===== src/rtl/ipsc_pkg.sv =====
// Shared types and constants for the incremental PID speed controller.
// Holds op codes, register indexes, multiplier step codes and the
// controller/datapath command and status structs. No dependencies.
`timescale 1ns / 1ps
`default_nettype none

package ipsc_pkg;

    localparam int CFG_IDX_W  = 3;
    localparam int CFG_DATA_W = 24;
    localparam int VALUE_W    = 16;
    localparam int ERR_W      = 17;
    localparam int TGT_W      = 14;
    localparam int DRIVE_W    = 16;
    localparam int ACC_W      = 61;
    localparam int MUL_A_W    = 32;
    localparam int MUL_B_W    = 25;
    localparam int PROD_W     = MUL_A_W + MUL_B_W;

    typedef enum logic [1:0] {
        OP_SAMPLE   = 2'd0,
        OP_SETPOINT = 2'd1,
        OP_CLEAR    = 2'd2,
        OP_UNUSED   = 2'd3
    } t_op;

    localparam logic [CFG_IDX_W-1:0] CFG_GAIN_PROP   = 3'd0;
    localparam logic [CFG_IDX_W-1:0] CFG_GAIN_INTEG  = 3'd1;
    localparam logic [CFG_IDX_W-1:0] CFG_GAIN_DERIV  = 3'd2;
    localparam logic [CFG_IDX_W-1:0] CFG_HALF_PERIOD = 3'd3;
    localparam logic [CFG_IDX_W-1:0] CFG_INV_PERIOD  = 3'd4;

    localparam logic [15:0] HALF_PERIOD_RST = 16'd328;
    localparam logic [23:0] INV_PERIOD_RST  = 24'd25600;

    localparam logic signed [VALUE_W-1:0] SP_MAX    = 16'sd6144;
    localparam logic signed [VALUE_W-1:0] SP_MIN    = -16'sd6144;
    localparam logic signed [DRIVE_W-1:0] DRIVE_MAX = 16'sd19660;
    localparam logic signed [DRIVE_W-1:0] DRIVE_MIN = -16'sd19660;

    // One product per step of the shared multiplier
    typedef enum logic [2:0] {
        MS_KH = 3'd0,   // gain_integ * half_period
        MS_P  = 3'd1,   // gain_prop * first difference
        MS_D1 = 3'd2,   // gain_deriv * second difference
        MS_I  = 3'd3,   // kh * error sum
        MS_D  = 3'd4    // d1 * inv_period
    } t_mstep;

    typedef struct packed {
        logic   capture;
        logic   load;
        logic   mul_go;
        t_mstep mul_step;
        logic   sat;
        logic   out_load;
    } t_dp_cmd;

    typedef struct packed {
        logic is_sample;
    } t_dp_sts;

endpackage

`default_nettype wire


===== src/rtl/ipsc_ctrl.sv =====
// Controller: one-hot state machine; a speed sample goes through load,
// the five multiplier steps, accumulate drain, saturation and output;
// others skip to output. Uses ipsc_pkg; commands ipsc_dp via t_dp_cmd.
`timescale 1ns / 1ps
`default_nettype none

module ipsc_ctrl
    import ipsc_pkg::*;
(
    input  wire            i_clk,
    input  wire            i_rst_n,
    input  wire            i_valid,
    output logic           o_stall,
    output logic           o_valid,
    input  wire            i_stall,
    input  wire  t_dp_sts  i_sts,
    output t_dp_cmd        o_cmd
);

    typedef enum logic [5:0] {
        ST_IDLE  = 6'b000001,
        ST_LOAD  = 6'b000010,
        ST_MUL   = 6'b000100,
        ST_DRAIN = 6'b001000,
        ST_SAT   = 6'b010000,
        ST_OUT   = 6'b100000
    } t_state;

    t_state r_state, n_state;
    t_mstep r_step, n_step;
    logic   r_out_vld, n_out_vld;
    logic   w_accept, w_out_free;

    assign o_stall    = (r_state != ST_IDLE);
    assign o_valid    = r_out_vld;
    assign w_accept   = i_valid && !o_stall;
    assign w_out_free = !r_out_vld || !i_stall;

    always_comb begin
        n_state = r_state;
        n_step  = r_step;
        o_cmd   = '0;
        o_cmd.capture  = w_accept;
        o_cmd.mul_step = r_step;
        case (r_state)
            ST_IDLE: begin
                if (w_accept) begin
                    n_state = ST_LOAD;
                end
            end
            ST_LOAD: begin
                o_cmd.load = 1'b1;
                n_step     = MS_KH;
                n_state    = i_sts.is_sample ? ST_MUL : ST_OUT;
            end
            ST_MUL: begin
                o_cmd.mul_go = 1'b1;
                if (r_step == MS_D) begin
                    n_state = ST_DRAIN;
                end else begin
                    n_step = t_mstep'(r_step + 3'd1);
                end
            end
            ST_DRAIN: begin
                n_state = ST_SAT;
            end
            ST_SAT: begin
                o_cmd.sat = 1'b1;
                n_state   = ST_OUT;
            end
            ST_OUT: begin
                // hold until the output register is free
                if (w_out_free) begin
                    o_cmd.out_load = 1'b1;
                    n_state        = ST_IDLE;
                end
            end
            default: begin
                n_state = ST_IDLE;
            end
        endcase
    end

    always_comb begin
        if (o_cmd.out_load) begin
            n_out_vld = 1'b1;
        end else if (r_out_vld && !i_stall) begin
            n_out_vld = 1'b0;
        end else begin
            n_out_vld = r_out_vld;
        end
    end

    always_ff @(posedge i_clk) begin
        if (!i_rst_n) begin
            r_state   <= ST_IDLE;
            r_step    <= MS_KH;
            r_out_vld <= 1'b0;
        end else begin
            r_state   <= n_state;
            r_step    <= n_step;
            r_out_vld <= n_out_vld;
        end
    end

`ifndef SYNTHESIS
    a_step_range: assert property (@(posedge i_clk) disable iff (!i_rst_n)
        (r_state == ST_MUL) |-> (r_step == MS_KH || r_step == MS_P || r_step == MS_D1 ||
                                 r_step == MS_I || r_step == MS_D))
        else $error("multiplier step out of range");

    a_no_overwrite: assert property (@(posedge i_clk) disable iff (!i_rst_n)
        o_cmd.out_load |-> (!r_out_vld || !i_stall))
        else $error("output register overwritten while a result waits");

    a_last_step_drains: assert property (@(posedge i_clk) disable iff (!i_rst_n)
        (r_state == ST_MUL && r_step == MS_D) |=> (r_state == ST_DRAIN))
        else $error("sequence did not drain after the last product");

    a_accept_loads: assert property (@(posedge i_clk) disable iff (!i_rst_n)
        w_accept |=> (r_state == ST_LOAD))
        else $error("accepted item was not loaded");

    a_sat_after_drain: assert property (@(posedge i_clk) disable iff (!i_rst_n)
        (r_state == ST_SAT) |-> ($past(r_state) == ST_DRAIN))
        else $error("saturation reached without a drain cycle");
`endif

endmodule

`default_nettype wire


===== config.mk =====
export PLATFORM = sky130hd
export DESIGN_NAME = ipsc_ctrl
export DESIGN_NICKNAME = d
export VERILOG_FILES = /design/src/rtl/ipsc_pkg.sv /design/src/rtl/ipsc_ctrl.sv
export SDC_FILE = /design/constraint.sdc
export NUM_CORES = 1
export LEC_CHECK = 0
export BUFFER_PORTS_ARGS = -buffer_cell sky130_fd_sc_hd__buf_2
export CAP_MARGIN = 20
export CELL_PAD_IN_SITES_DETAIL_PLACEMENT = 1
export CELL_PAD_IN_SITES_GLOBAL_PLACEMENT = 2
export CORE_UTILIZATION = 25
export DETAILED_ROUTE_END_ITERATION = 16
export PLACE_DENSITY = 0.75
export SLEW_MARGIN = 20
export SYNTH_ARGS = -nofsm -noshare
export SYNTH_HDL_FRONTEND = slang
export SYNTH_SLANG_ARGS = --single-unit

===== constraint.sdc =====
create_clock -name i_clk -period 1.9 [get_ports i_clk]
set_input_delay 0 -clock i_clk [delete_from_list [all_inputs] [get_ports i_clk]]
set_output_delay 0 -clock i_clk [all_outputs]
set_load 0.05 [all_outputs]

**Yosys cells after proc, flatten, opt, wreduce, memory -nomap -nowiden**

Cells that the tools add are included.

- Bits in registers: 10
- Logic and storage cells: 40
- Output and inout port bits: 10
- Input bits: 5

- Reduce and logical (&&, ||, !) cells: 10
- Muxes and demuxes: 14
- Eq/ne operators: 12
- Add/sub/neg operators: 1

Operators by type and width:

| cell | count |
|---|---|
| $pmux W6 S6 | 1 |
| $mux W6 | 4 |
| $ne A2 B2 Y1 const B | 4 |
| $mux W1 | 7 |
| $eq A6 B1 Y1 const B | 1 |
| $eq A6 B2 Y1 const B | 1 |
| $eq A6 B3 Y1 const B | 1 |
| $eq A6 B4 Y1 const B | 1 |
| $eq A6 B5 Y1 const B | 1 |
| $eq A6 B6 Y1 const B | 1 |
| $ne A6 B1 Y1 const B | 1 |
| $pmux W3 S2 | 1 |
| $reduce_bool A2 Y1 | 2 |
| $add A3 B1 Y3 const B | 1 |
| $eq A3 B3 Y1 const B | 1 |
| $logic_not A1 Y1 | 3 |
| $mux W3 | 1 |
| $reduce_and A3 Y1 | 1 |
| $logic_and A1 B1 Y1 | 2 |
| $reduce_and A2 Y1 | 1 |
| $logic_or A1 B1 Y1 | 1 |

**Logic depth before layout (Yosys ltp)**

- Depth after elaboration: 5
- Depth in mapped cells: 6
- Depth with buffers taken out: 6

**Worst setup path after synthesis**

OpenSTA, ideal clock, no wires.

- Path kind: register to register
- Start point: register r_state[2]
- End point: register r_state[0]
- Library setup time: 123 ps
- Arrival: 2365 ps
- Period minus slack after synthesis: 2488 ps
- Path slack: -588 ps
- Stages on the path, launching flop included: 5
- Buffers on the path: 0
- Data required time: 1777 ps
- Cell sequence: dfxtp_1 or4_1 nor3b_1 nand2b_1 o31ai_1

- Longest elaborated chain between the ends: 5
- Elaborated cells between the ends (all ways): 14
- Classes of those cells: eq/ne (10); mux (1); reduce/logical (3)

Ends and longest elaborated chain:

| element | RTL line | RTL |
|---|---|---|
| from (decl) | ipsc_ctrl.sv:29 | `t_state r_state, n_state;` |
| from (signal assigned) | ipsc_ctrl.sv:100 | `r_state <= n_state;` |
| $ne A6 B1 Y1 | ipsc_ctrl.sv:34 | `assign o_stall = (r_state != ST_IDLE);` |
| $logic_not A1 Y1 | ipsc_ctrl.sv:36 | `assign w_accept = i_valid && !o_stall;` |
| $logic_and A1 B1 Y1 | ipsc_ctrl.sv:36 |  |
| $ne A2 B2 Y1 (no source line) | n/a |  |
| $reduce_and A3 Y1 (no source line) | n/a |  |

Several ways; a longest one is shown, not always the timed one.
A chain may end at the register's enable or synchronous reset.

**Worst setup path in the final report**

- Start point: register r_state[2]
- End point: register r_state[5]

Same word-level chain as after synthesis.

==> results.md <==
- Status: finished, final reports clean
- Num CTS Buffers: 3
- HPWL Detailed: ~960 um
- Vias: 478
- WS Path Type: flip-flop to flip-flop
- Worst setup SP type: flip-flop
- Root Buffer: clkbuf_4
- Period minus WS final: about 1.9 ns
- Core Region: a little under 0.002 mm2
- Synthesized area: around 520 um2
- # rows: 16
- First-pass GRT wire length: around 2000 um
- RSZ-0062 raised after global routing: yes
- Gr usage total: between 10% and 20%
- GR Overflow Total: 0
- Average cell area after synthesis: slightly below 9 um2
- Post-synth top flop: dfxtp_1
- CP max stage cell: or4_4
- Dpl ws: just over 0.08 ns
- Worst VDD drop: about 0.00033 V
- CTS tree: yes
- Drt first pass iters: 2
- Power density cells: approximately 850 mW/mm2
- Worst Tran Pin Value: 0.290 ns
- Num Clock Sinks: 10
- WL final: ~1200 um
- Synth unique cells: 28
- Starting Density: between 20% and 30%
- Hold buffer count at CTS: 0
- Ys async rst share: 0%
- Net count, final: 87
- Hold Vio Cnt, Final: 0
- Worst r2r src: r_state[2]$_SDFFE_PN0P_
- #FFs+latches synth: 10
- Syn nets: between 60 and 70
- I/O pin cnt: 15
- Worst setup path start: r_state[2]$_SDFFE_PN0P_
- Slew headroom: about four fifths
- Buffers on Ports: 14
- Die width: 47.8 um
- Hold Crit Start: i_sts
- Area Overhead vs Synth: 35.6%
- Routability congestion estimate: 0.674
- CP endpoint kind: flip-flop
- Initial antenna violation count: 0
- Vias in the first global route: around 450
- Final setup viols: 0
- Setup ws final: between 0.008 and 0.009 ns
- CTS clk-pin slew, worst paths: roughly 0.070 ns
- Slew Viols, Final: 0
- Syn. warnings: 0
- Post-synth EDFFs: 0
- # fillers: around 260
- Hold Slack: ~0.017 ns
- Share of layout cells above drive strength 1: between 30% and 40%
- Iter 0 DRT Violations: 2
- Die Area: ~0.0023 mm2
- Die height: 47.8 um
- Largest net degree at the start of global routing: 9
- FMAX: between 500 and 600 MHz
- Diode count: 0
- Gate Count Post-Synth: 60
- Clk buf depth: 2
- MaxCap Viol Count: 0
- Final period utilization: between 90% and 100%
- Slowest stage delay, CP: roughly 0.53 ns
- Post-synthesis sequential area ratio: 38.2%
- Critical path arrival: between 2 and 2.5 ns
- H-tree Lvls: 1
- Number of nets with antenna violations after routing: 0
- Fin Clk Skew: around 0.0056 ns
- Critical path, cell by cell: or4_4 > or3b_4 > buf_4 > o21a_1 > o311a_1
- Residual DRC count: 0
- Required @ worst endpoint: approximately 2.1 ns
- Worst-path fanout max: 4
- P_leak: 0.342 nW
- Clk_lat worst skew: 0.27 ns
- Worst Hold Class: primary input to flip-flop
- Vias/cell: 4.51
- Routed wire length per instance: around 12 um
## critical path, delay by kind of cell, from the launching register on
kind	cells	cell delay, ns
AO/OA/AOI/OAI	2	0.29
buffers and inverters	1	0.16
AND/OR/NAND/NOR	2	0.99
flip-flops	1	0.34
## metrics by stage
stage	instances	util, %	TNS (ns)	instance area [um2]	power (mW)
final	106	36.2	0	711	0.602
after CTS	105	34.8	0	683	0.592
after global routing	106	36.2	-0.101	711	0.639
after floorplan	60	-	0	536	0.354
after global placement	101	32.4	0	636	0.375
after detailed placement	101	32.4	0	636	0.379
## kinds of logic after synthesis
group	after synthesis	share of synthesized area [%]
and+or+nand+nor	29	30.6
DFF	10	38.2
adders and majority gates	2	4.77
AOI/OAI and AO/OA	10	16.2
xor gates and xnor gates	1	1.67
buffers and inverters	8	8.59
## area by class of cell
cell class / instances / area, um2 / area share (%)
Tap cell: 27 / 33.8 / 4.75
Clock buffer: 4 / 36.3 / 5.11
Inverter: 5 / 18.8 / 2.64
Multi-Input combinational cell: 42 / 310 / 43.7
Timing Repair Buffer: 18 / 110 / 15.5
Sequential cell: 10 / 201 / 28.3
## worst paths after layout
| check | endpoint | slack [ns] | depth (start not counted) |
|---|---|---|---|
| hold / removal | r_state[2]$_SDFFE_PN0P_ | 0.02 | 3 |
| setup reg to reg | r_state[5]$_SDFFE_PN0P_ | 0.009 | 5 |
| setup / recovery | r_state[5]$_SDFFE_PN0P_ | 0.009 | 5 |
| hold reg to reg | r_step[1]$_SDFFE_PN0P_ | 0.52 | 2 |
## repair_timing
action,4_1_cts,5_1_grt
cloned,0,0
pin swaps,1,1
resized for setup,4,5
endpoints found under the setup margin,2,3
buffers inserted,0,1
## layer usage
layer | vias up | global-route usage [%] | wire length (um)
met5 | - | 0 | 0
met3 | 3 | 4.53 | 41
met1 | 220 | 17.0 | 559
met2 | 8 | 19.5 | 616
met4 | 0 | 5.00 | 15
li1 | 247 | - | -
## cell usage after synthesis (all sizes together), types with 2 or more instances
master	n	area, um2
a21boi	3	22.5
nor3	2	10.0
ha	2	25.0
dfxtp	10	200
nor4	2	12.5
nand2	6	22.5
o21a	2	15.0
inv	5	18.8
buf	3	26.3
nor2	3	11.3
and3	2	12.5
nand3b	2	15.0
nand3	4	20.0
## cells in the final DEF, fill, tap and decap left out
| master | instances |
|---|---|
| buf_2 | 13 |
| dfxtp_1 | 9 |
| nand2_1 | 6 |
| inv_1 | 5 |
| nand3_1 | 4 |
| buf_4 | 4 |
| a21boi_0 | 3 |
| clkbuf_4 | 3 |
| nand3b_1 | 2 |
| nor2_1 | 2 |
| o21a_1 | 2 |
| and3_1 | 2 |
| nor3_1 | 2 |
| ha_1 | 2 |
| nor4_2 | 1 |
| a21oi_1 | 1 |
| or4_4 | 1 |
| nor3b_4 | 1 |
| nor4_1 | 1 |
| nor2b_1 | 1 |
| or3b_4 | 1 |
| nor2_4 | 1 |
| o22ai_4 | 1 |
| o311a_1 | 1 |
| nand4_1 | 1 |
| xnor2_1 | 1 |
| and2_1 | 1 |
| nand2b_1 | 1 |
| and2b_1 | 1 |
| o21ai_0 | 1 |
| o31ai_1 | 1 |
| clkbuf_8 | 1 |
| buf_8 | 1 |
| dfxtp_2 | 1 |
## sequential cells by signal, summed over array words and instances (netlist names)
register and cells:
o_valid 1, r_state 6, r_step 3
## report_power, final
group	internal [mW]	switching (mW)
logic	0.0728	0.103
clock network	0.117	0.0788
registers	0.219	0.0118
Note: power is estimated with default switching activity, not from simulation.
